File: config.mk
export PLATFORM = sky130hd
export DESIGN_NAME = bffa_ctrl
export DESIGN_NICKNAME = d
export VERILOG_FILES = /design/src/bffa_pkg.sv /design/src/bffa_ctrl.sv
export SDC_FILE = /design/constraint.sdc
export NUM_CORES = 1
export LEC_CHECK = 0
export BUFFER_PORTS_ARGS = -buffer_cell sky130_fd_sc_hd__buf_4
export CAP_MARGIN = 20
export CORE_UTILIZATION = 45
export CTS_BUF_LIST = sky130_fd_sc_hd__clkbuf_2 sky130_fd_sc_hd__clkbuf_4 sky130_fd_sc_hd__clkbuf_8
export CTS_CLUSTER_SIZE = 24
export DETAILED_ROUTE_END_ITERATION = 12
export HOLD_SLACK_MARGIN = 0.03
export PLACE_DENSITY = 0.64
export SLEW_MARGIN = 20
export SYNTH_ARGS = -nofsm -noshare
export SYNTH_HDL_FRONTEND = slang
export SYNTH_SLANG_ARGS = --single-unit
File: constraint.sdc
create_clock -name clk_i -period 4.9 [get_ports clk_i]
set_input_delay 0.735 -clock clk_i [delete_from_list [all_inputs] [get_ports clk_i]]
set_output_delay 0.735 -clock clk_i [all_outputs]
set_load 0.005 [all_outputs]
File: src/bffa_pkg.sv
`timescale 1ns / 1ps
// ----------------------------------------------------------------------------
// bffa_pkg
// Shared types and constants of the first-fit bitmap allocator.
// ----------------------------------------------------------------------------
package bffa_pkg;

  localparam int MAP_BITS     = 8192;
  localparam int WORD_BITS    = 32;
  localparam int MAP_WORDS    = MAP_BITS / WORD_BITS;
  localparam int ADDR_W       = $clog2(MAP_WORDS);
  localparam int BIT_W        = $clog2(WORD_BITS);
  localparam int IDX_W        = ADDR_W + BIT_W;
  localparam int NUM_W        = 14;
  localparam int CMP_W        = 32;
  localparam int MAP_SIZE_RST = 8192;

  typedef enum logic {
    REQ_ALLOC = 1'b0,
    REQ_FREE  = 1'b1
  } req_e;

  typedef enum logic [1:0] {
    STS_OK           = 2'd0,
    STS_FULL         = 2'd1,
    STS_RANGE        = 2'd2,
    STS_ALREADY_FREE = 2'd3
  } status_e;

  typedef enum logic [1:0] {
    S_IDLE,
    S_SCAN,
    S_FREE,
    S_DONE
  } state_e;

  typedef struct packed {
    req_e             req_type;
    logic [NUM_W-1:0] entry_number;
  } req_t;

  typedef struct packed {
    logic [NUM_W-1:0] granted_number;
    status_e          status;
    logic [NUM_W-1:0] free_count;
  } rsp_t;

  typedef struct packed {
    logic                 rd_en;
    logic [ADDR_W-1:0]    rd_addr;
    logic                 wr_en;
    logic [ADDR_W-1:0]    wr_addr;
    logic [WORD_BITS-1:0] wr_data;
  } mem_req_t;

endpackage

File: src/bffa_ctrl.sv
`timescale 1ns / 1ps
// ----------------------------------------------------------------------------
// bffa_ctrl
// Request sequencer: word scan for allocate, read-modify-write for free,
// used-entry count and the result register.
// ----------------------------------------------------------------------------
module bffa_ctrl (
  input  logic                           clk_i,
  input  logic                           rst_ni,
  input  logic [bffa_pkg::NUM_W-1:0]     map_size_i,
  input  logic                           in_valid_i,
  output logic                           in_stall_o,
  input  bffa_pkg::req_t                 in_item_i,
  output logic                           out_valid_o,
  input  logic                           out_stall_i,
  output bffa_pkg::rsp_t                 out_item_o,
  output bffa_pkg::mem_req_t             mreq_o,
  input  logic [bffa_pkg::WORD_BITS-1:0] rd_data_i
);
  import bffa_pkg::*;

  state_e            state_q, state_d;
  logic [ADDR_W-1:0] word_q, word_d;
  logic [BIT_W-1:0]  bit_q, bit_d;
  logic [NUM_W-1:0]  used_q, used_d;
  logic [NUM_W-1:0]  grant_q, grant_d;
  status_e           sts_q, sts_d;
  logic              out_valid_q, out_valid_d;
  rsp_t              out_item_q, out_item_d;

  logic [NUM_W-1:0]     size;
  logic [NUM_W-1:0]     idx;
  logic                 accept;
  logic                 slot_free;
  logic [WORD_BITS-1:0] zeros;
  logic                 any_zero;
  logic [BIT_W-1:0]     first_zero;
  logic [IDX_W-1:0]     hit_idx;
  logic [ADDR_W:0]      nxt_word;
  logic [IDX_W:0]       nxt_base;
  logic [WORD_BITS-1:0] bit_mask;

  assign size = (CMP_W'(map_size_i) > CMP_W'(MAP_BITS)) ? NUM_W'(MAP_BITS) : map_size_i;
  assign idx  = in_item_i.entry_number - NUM_W'(1);

  assign in_stall_o = (state_q != S_IDLE);
  assign accept     = in_valid_i && !in_stall_o;
  assign slot_free  = !out_valid_q || !out_stall_i;

  // lowest clear bit of the word just read
  assign zeros = ~rd_data_i;
  always_comb begin
    first_zero = '0;
    for (int i = WORD_BITS - 1; i >= 0; i--) begin
      if (zeros[i]) begin
        first_zero = BIT_W'(i);
      end
    end
  end
  assign any_zero = |zeros;
  assign hit_idx  = {word_q, first_zero};
  assign nxt_word = {1'b0, word_q} + (ADDR_W+1)'(1);
  assign nxt_base = {nxt_word, BIT_W'(0)};
  assign bit_mask = WORD_BITS'(1) << bit_q;

  always_comb begin
    state_d     = state_q;
    word_d      = word_q;
    bit_d       = bit_q;
    used_d      = used_q;
    grant_d     = grant_q;
    sts_d       = sts_q;
    out_valid_d = out_valid_q;
    out_item_d  = out_item_q;
    mreq_o      = '0;

    if (out_valid_q && !out_stall_i) begin
      out_valid_d = 1'b0;
    end

    unique case (state_q)
      S_IDLE: begin
        if (accept) begin
          grant_d = '0;
          if (in_item_i.req_type == REQ_ALLOC) begin
            if (size == '0) begin
              sts_d   = STS_FULL;
              state_d = S_DONE;
            end else begin
              mreq_o.rd_en   = 1'b1;
              mreq_o.rd_addr = '0;
              word_d         = '0;
              state_d        = S_SCAN;
            end
          end else begin
            if (in_item_i.entry_number == '0 || in_item_i.entry_number > size) begin
              sts_d   = STS_RANGE;
              state_d = S_DONE;
            end else begin
              mreq_o.rd_en   = 1'b1;
              mreq_o.rd_addr = idx[IDX_W-1:BIT_W];
              word_d         = idx[IDX_W-1:BIT_W];
              bit_d          = idx[BIT_W-1:0];
              state_d        = S_FREE;
            end
          end
        end
      end
      S_SCAN: begin
        priority if (any_zero && (CMP_W'(hit_idx) < CMP_W'(size))) begin
          mreq_o.wr_en   = 1'b1;
          mreq_o.wr_addr = word_q;
          mreq_o.wr_data = rd_data_i | (WORD_BITS'(1) << first_zero);
          used_d         = used_q + NUM_W'(1);
          grant_d        = NUM_W'(hit_idx) + NUM_W'(1);
          sts_d          = STS_OK;
          state_d        = S_DONE;
        end else if (any_zero || (CMP_W'(nxt_base) >= CMP_W'(size))) begin
          sts_d   = STS_FULL;
          state_d = S_DONE;
        end else begin
          // advance to the next word, one read per cycle
          mreq_o.rd_en   = 1'b1;
          mreq_o.rd_addr = nxt_word[ADDR_W-1:0];
          word_d         = nxt_word[ADDR_W-1:0];
        end
      end
      S_FREE: begin
        if ((rd_data_i & bit_mask) == '0) begin
          sts_d = STS_ALREADY_FREE;
        end else begin
          mreq_o.wr_en   = 1'b1;
          mreq_o.wr_addr = word_q;
          mreq_o.wr_data = rd_data_i & ~bit_mask;
          if (used_q != '0) begin
            used_d = used_q - NUM_W'(1);
          end
          sts_d = STS_OK;
        end
        state_d = S_DONE;
      end
      S_DONE: begin
        // hold the result until the output register frees up
        if (slot_free) begin
          out_valid_d               = 1'b1;
          out_item_d.granted_number = grant_q;
          out_item_d.status         = sts_q;
          out_item_d.free_count     = (size > used_q) ? (size - used_q) : '0;
          state_d                   = S_IDLE;
        end
      end
      default: state_d = S_IDLE;
    endcase
  end

  always_ff @(posedge clk_i or negedge rst_ni) begin
    if (!rst_ni) begin
      state_q     <= S_IDLE;
      used_q      <= '0;
      out_valid_q <= 1'b0;
    end else begin
      state_q     <= state_d;
      used_q      <= used_d;
      out_valid_q <= out_valid_d;
    end
  end

  always_ff @(posedge clk_i) begin
    word_q     <= word_d;
    bit_q      <= bit_d;
    grant_q    <= grant_d;
    sts_q      <= sts_d;
    out_item_q <= out_item_d;
  end

  assign out_valid_o = out_valid_q;
  assign out_item_o  = out_item_q;

  a_write_in_rmw: assert property (@(posedge clk_i) disable iff (!rst_ni)
    mreq_o.wr_en |-> (state_q == S_SCAN || state_q == S_FREE))
    else $error("bitmap write outside a read-modify-write step");

  a_write_one_bit: assert property (@(posedge clk_i) disable iff (!rst_ni)
    mreq_o.wr_en |-> ($countones(mreq_o.wr_data ^ rd_data_i) == 1))
    else $error("bitmap write changes other than one bit");

  a_used_bound: assert property (@(posedge clk_i) disable iff (!rst_ni)
    CMP_W'(used_q) <= CMP_W'(MAP_BITS))
    else $error("used count above map size");

  a_result_from_done: assert property (@(posedge clk_i) disable iff (!rst_ni)
    $rose(out_valid_q) |-> $past(state_q == S_DONE))
    else $error("result issued outside the done state");

  a_no_read_while_idle_busy: assert property (@(posedge clk_i) disable iff (!rst_ni)
    (mreq_o.rd_en && state_q == S_IDLE) |-> accept)
    else $error("bitmap read without an accepted item");

endmodule

==> key figures, run 1 <==
Logic synthesis
  – Cell variety after synth: 81
  – Top cell type's share of synthesized area: 0.238
  – Syn_area_per_cell: 8.54 um2
  – Ys async rst share: 0.224
  – Synth Warn #: 0
  – Synth Flop Type: edfxtp_1
  – Mapped cell area: 7430 um2
  – Synth Register Bits: 76
  – Synth area leaders: edfxtp_1 24%, ha_1 12%, dfrtp_1 5.7%
  – Syn Nets: 1011
  – Number of synthesized flops with an enable pin: 59
  – Gate Count Post-Synth: 870
  – Post-synthesis sequential area ratio: 0.296
  – Synth area leader: edfxtp_1

Setup path
  – Crit path max fanout: 10
  – CP Launch Type: primary input
  – Critical path class: primary input to primary output
  – Worst setup EP type: primary output
  – R2R depth: 14
  – Critical path arrival: 3.92 ns
  – Required time of the worst setup path: 4.16 ns

Cells and area
  – Inserted Diodes: 0
  – Core Util, Final: 0.569
  – Commonest non-fill, non-tap cell in the layout: buf_4
  – Post-route cell area: 9110 um2
  – Area Overhead vs Synth: 22.6%
  – Most frequent cells in the layout: 173 x buf_4, 87 x nor2_1, 74 x ha_1
  – Share of cells above drive strength 1: 0.211
  – Nets: 1162

Clocking
  – Cts repair resizes: 0
  – Maximum clock insertion buffer count: 2
  – TritonCTS clock tree: built
  – Skew-Pair Late Insertion Delay: 0.37 ns
  – Total CTS buffers: 9
  – Clk sink count: 76
  – Setup bufs post-CTS: 0
  – H-tree Lvls: 3
  – CTS Root Buffer Type: clkbuf_8
  – Clock transition at path regs: 0.08 ns
  – # hold bufs at CTS: 0

Route
  – # DRC: 0
  – DR vias/cell: 6.07
  – Iter 0 DRT Violations: 745
  – Routed vias: 7538
  – Post-Route WL: 25200 um
  – Post-route ant nets: 0
  – Pre-Repair DR Iteration Count: 8
  – Routed len/inst: 20.3 um

Timing
  – Fin Setup TNS: 0 ns
  – Fin crit share: 0.950
  – Endpoints failing setup: 0
  – Max-slew violations: 0
  – RSZ-0062 raised after global routing: false
  – Minimum clock period: 4.65 ns
  – Slew headroom: 0.483
  – Fmax: 215 MHz
  – Worst-Margin Slew: 0.775 ns
  – Final hold viol count: 0
  – Clock skew: 0.00958 ns

Power
  – Peak supply drop: 0.000421 V
  – Pwr/cell area: 542 nW/um2
  – LEAKAGE: 4.06 nW

Global route
  – Initial antenna violation count: 0
  – Vias in the first global route: 6746
  – Global Route met3 Usage: 0.0566
  – Grt peak-use layer: met2
  – Met2 Track Usage GR: 0.445
  – Gr usage total: 0.295
  – Largest net degree at the start of global routing: 31
  – Met1 GRT Util: 0.409
  – Global route total overflow: 0
  – First-pass GRT wire length: 37600 um

Die
  – Num rows: 46
  – I/O pin count: 147
  – Die area: 17000 um2
  – Core area: 16000 um2
  – Starting Density: 0.464
  – Die Wd: 130 um
  – Die H: 130 um

Outcome
  – Status: completed

Placement
  – # port buffers: 146
  – Routability Congestion: 1.04
  – Final HPWL DP: 19700 um
  – Post-DP Area: 8870 um2

Min path
  – HP Class: primary input to async pin

Flow run
  – Max_cap viols: 0
-- kinds of logic after synthesis --
family / synth area share
AND/OR/NAND/NOR: 0.200
multiplexers: 0.0281
buffers and inverters: 0.0562
XOR/XNOR: 0.0542
adder cells (fa/ha/maj): 0.130
flip-flops: 0.296
AO/OA/AOI/OAI: 0.236
-- critical path, cell delays in order --
cell      delay (ns)
buf_4           0.15
and4_1          0.21
a21oi_1         0.13
o21bai_1        0.07
a21oi_1         0.16
or2_1           0.15
clkinv_1        0.09
ha_1            0.20
a21o_1          0.17
a21oi_1         0.14
o221ai_1        0.17
or3_1           0.37
a21oi_1         0.22
a21oi_2         0.14
a21o_1          0.26
buf_4           0.18
a311oi_1        0.21
buf_4           0.16
-- sequential cells by signal, summed over array words and instances (netlist names) --
register / cells
bit_q: 5
grant_q: 14
out_item_o: 30
out_valid_o: 1
state_q: 2
sts_q: 2
used_q: 14
word_q: 8
-- final cells by class --
class                           count  area, um2
Timing Repair Buffer              174       1330
Inverter                           73        274
Clock buffer                       14        174
Clock inverter                      2       35.0
Sequential cell                    76       2200
Fill cell                        1533       6890
Tap cell                          216        270
Multi-Input combinational cell    687       4830
-- per-stage QoR --
step / total power [mW] / setup slack (ns) / hold slack (ns) / instances
6_report: 4.93 / 0.245 / 0.212 / 1242
5_1_grt: 5.33 / 0.0156 / 0.208 / 1242
4_1_cts: 4.91 / 0.229 / 0.204 / 1241
3_5_place_dp: 4.37 / 0.248 / 0.405 / 1225
3_3_place_gp: 4.35 / 0.239 / 0.403 / 1225
2_1_floorplan: 3.26 / 0.290 / 0.400 / 870
-- Yosys cell counts, types with 3 or more instances --
cell type,instances
nor2_1,87
ha_1,74
inv_1,67
edfxtp_1,59
nand2_1,52
o21ai_0,49
a21oi_1,35
a31oi_1,35
xor2_1,27
nand4_1,26
o22a_1,23
nand3_1,19
xnor2_1,19
nor3_1,18
a21o_1,17
clkbuf_1,17
dfrtp_1,17
o22ai_1,15
mux2i_1,13
nor2b_1,13
a211oi_1,12
and3_1,11
nor4_1,11
buf_2,10
and2_1,9
nand2b_1,8
or3_1,7
buf_1,6
nand3b_1,6
o21a_1,6
o211ai_1,5
o21ai_1,5
or2_2,5
a21boi_0,4
a41oi_1,4
and4_1,4
clkinv_1,4
mux2_2,4
o211a_1,4
a221oi_1,3
o2111ai_1,3
o21bai_1,3
o31ai_1,3
-- report_power, final --
| group | leakage (nW) | switching (mW) | internal (mW) |
|---|---|---|---|
| clock | 0.111 | 0.239 | 0.280 |
| sequential | 0.762 | 0.172 | 1.10 |
| combinational | 3.18 | 1.72 | 1.42 |
-- routing by layer --
metal / part of all wire / wire [um]
met3: 0.079 / 1990
met5: 0 / 0
met4: 0.033 / 821
met2: 0.44 / 11000
met1: 0.45 / 11400
-- worst paths after layout --
check                         startpoint              to  slack [ns]
setup / recovery           rd_data_i[27]       mreq_o[3]        0.25
hold / removal                    rst_ni      used_q[12]        0.21
setup reg to reg               word_q[0]       word_q[5]        1.33
hold reg to reg              grant_q[12]  out_item_o[28]        0.42
max in group asynchronous         rst_ni      used_q[13]        4.49
min in group clk_i           grant_q[12]  out_item_o[28]        0.42
Note: power is estimated with default switching activity, not from simulation.
==> run 2: changes to the inputs <==
--- a/config.mk
+++ b/config.mk
@@ -13,6 +13,7 @@
 export DETAILED_ROUTE_END_ITERATION = 12
 export HOLD_SLACK_MARGIN = 0.03
 export PLACE_DENSITY = 0.64
+export RECOVER_POWER = 100
 export SLEW_MARGIN = 20
 export SYNTH_ARGS = -nofsm -noshare
 export SYNTH_HDL_FRONTEND = slang
==> run 2 against run 1 <==
The flow now finishes with violations (capacitance limit, slew limit); first-iteration DRC count down 6.7%; clock-buffer cell count unchanged; die area unchanged; utilization down 0.84 points; via count down 0.45%.
==> key figures, run 2 (synthesized netlist as in run 1, its figures left out) <==
Route
  – Iter 0 DRT Violations: 695 (was 745)
  – # DRC: 0 (unchanged)
  – DRT met1 WL: 11400 um (about the same)
  – Post-route ant nets: 0 (unchanged)
  – Post-Route WL: 25000 um (was 25200 um)
  – Met3 Wirelength: 1950 um (was 1990 um)
  – Routed wl met2: 10900 um (was 11000 um)
  – Top sig layer: met4 (unchanged)
  – DR vias/cell: 6.04 (was 6.07)
  – Routed vias: 7504 (was 7538)
  – Pre-Repair DR Iteration Count: 6 (was 8)
  – Routed len/inst: 20.2 um (was 20.3 um)

Timing
  – Final hold viol count: 0 (unchanged)
  – Max-slew violations: 16 (was 0)
  – Worst setup margin: 0.238 ns (was 0.245 ns)
  – Clock skew: 0.0121 ns (was 0.00958 ns)
  – Minimum clock period: 4.66 ns (was 4.65 ns)
  – Endpoints failing setup: 0 (unchanged)
  – Worst-Margin Slew: 2.44 ns (was 0.775 ns)
  – Hold_ws: 0.420 ns (was 0.212 ns)
  – Fin crit share: 0.951 (was 0.950)
  – Fin Setup TNS: 0 ns (unchanged)
  – RSZ-0062 raised after global routing: false (unchanged)
  – Slew headroom: -0.640 (was 0.483)
  – Fmax: 215 MHz (about the same)

Setup path
  – Crit-path most repeated cell: nor2_1 (was a21oi_1)
  – Crit path max-delay cell type: nor4_1 (was or3_1)
  – CP Launch Type: primary input (unchanged)
  – Required time of the worst setup path: 4.16 ns (about the same)
  – R2R depth: 14 (unchanged)
  – Crit path max fanout: 17 (was 10)
  – Biggest cell delay along the critical path: 0.54 ns (was 0.37 ns)
  – Worst setup EP type: primary output (unchanged)
  – Critical path class: primary input to primary output (unchanged)
  – Critical path arrival: 3.93 ns (was 3.92 ns)
  – Crit-path cells: buf_4, nand4_1, nor4_1, nor2_1, ha_1, nand4b_1, o221ai_1, or3_1, a21oi_1, a21oi_2, buf_2, o22a_1, nor2_1, clkbuf_1 (was buf_4, and4_1, a21oi_1, o21bai_1, a21oi_1, or2_1, clkinv_1, ha_1, a21o_1, a21oi_1, o221ai_1, or3_1, a21oi_1, a21oi_2, a21o_1, buf_4, a311oi_1, buf_4)

Min path
  – HP Class: flop to flop (was primary input to async pin)
  – Cells on Worst Hold Path: 0

Clocking
  – Setup bufs post-CTS: 0 (unchanged)
  – Total CTS buffers: 9 (unchanged)
  – H-tree Lvls: 3 (unchanged)
  – Clk sink count: 76 (unchanged)
  – # hold bufs at CTS: 0 (unchanged)
  – Clock transition at path regs: 0.07 ns (was 0.08 ns)
  – Maximum clock insertion buffer count: 2 (unchanged)
  – CTS Root Buffer Type: clkbuf_8 (unchanged)
  – Skew-Pair Late Insertion Delay: 0.37 ns (about the same)
  – TritonCTS clock tree: built (unchanged)

Die
  – Num rows: 46 (unchanged)
  – Die H: 130 um (unchanged)
  – Starting Density: 0.464 (unchanged)
  – I/O pin count: 147 (unchanged)
  – Core area: 16000 um2 (unchanged)
  – Die Wd: 130 um (unchanged)
  – Die area: 17000 um2 (unchanged)

Power
  – Design Power: 4.83 mW (was 4.93 mW)
  – LEAKAGE: 3.93 nW (was 4.06 nW)
  – Peak supply drop: 0.000366 V (was 0.000421 V)
  – Pwr/cell area: 538 nW/um2 (was 542 nW/um2)

Cells and area
  – Nets: 1162 (unchanged)
  – Share of cells above drive strength 1: 0.183 (was 0.211)
  – Final std cells w/o fill: 1242 (unchanged)
  – Commonest non-fill, non-tap cell in the layout: buf_4 (unchanged)
  – Max reg flops: 30 (unchanged)
  – Most frequent cells in the layout: 95 x buf_4, 87 x nor2_1, 74 x ha_1 (was 173 x buf_4, 87 x nor2_1, 74 x ha_1)
  – Area Overhead vs Synth: 20.8% (was 22.6%)
  – Inserted Diodes: 0 (unchanged)

Global route
  – Global route total overflow: 0 (unchanged)
  – Initial antenna violation count: 0 (unchanged)
  – Largest net degree at the start of global routing: 31 (unchanged)
  – First-pass GRT wire length: 37600 um (unchanged)
  – Gr usage total: 0.295 (unchanged)
  – Vias in the first global route: 6746 (unchanged)

Placement
  – # port buffers: 146 (unchanged)
  – Placed cells: 1225 (unchanged)
  – Routability Congestion: 1.04 (unchanged)
  – Place WS: 0.248 ns (unchanged)
  – Final HPWL DP: 19700 um (unchanged)

Outcome
  – Violated checks: capacitance limit, slew limit
  – Status: finished with violations (was completed)

Flow run
  – Max_cap viols: 1 (was 0)
run 2: cell types whose count changed in the layout (fill, tap and decap cells not counted), moves of 4 or more:
cell and delta:
buf_4 -78, clkbuf_4 +55, clkbuf_1 +23, and2_0 +4, and2_1 -4
run 2: critical path, delay by kind of cell:
kind | cells | cell delay [ns]
simple gates | 6 | 1.20
compound gates | 4 | 1.00
buf+inv | 3 | 0.67
fa+ha+maj | 1 | 0.33
run 2: final cells by class:
type / count / area [um2]
repair buffers: 174 / 1220
fillers: 1560 / 7030
multi-input cells: 687 / 4810
clock inverters: 2 / 35.0
flip-flops and latches: 76 / 2200
well taps: 216 / 270
inverters: 73 / 274
clock buffers: 14 / 174
run 2: metrics by stage:
step,area [um2],utilization
2_1_floorplan,7430,-
6_report,8970,0.561
5_1_grt,8970,0.561
3_3_place_gp,8870,0.554
4_1_cts,9080,0.567
3_5_place_dp,8870,0.554
run 2: report_power, final:
part           leakage [nW]  switching, mW  internal (mW)  total, mW
Combinational          3.06           1.71           1.33       3.04
Sequential            0.762          0.167           1.10       1.27
Clock                 0.111          0.239          0.280      0.519
run 2: repair_timing:
action,CTS,global route
gates resized for setup,0,2
endpoints found under the hold margin,0,0
endpoints found under the setup margin,0,8
run 2: worst paths after layout:
kind	startpoint	endpoint	slack, ns
worst max register to register	word_q[0]	word_q[5]	0.95
max in group asynchronous	rst_ni	used_q[2]	3.81
worst max-delay path	rd_data_i[17]	mreq_o[22]	0.24
worst min register to register	grant_q[12]	out_item_o[28]	0.42
min in group asynchronous	rst_ni	used_q[12]	0.49
worst min-delay path	grant_q[12]	out_item_o[28]	0.42
run 2: metal layers:
layer	up-vias	track usage
li1	3566	-
met1	3503	0.409
met2	378	0.445
met3	57	0.0566
met4	0	0.133
met5	-	0
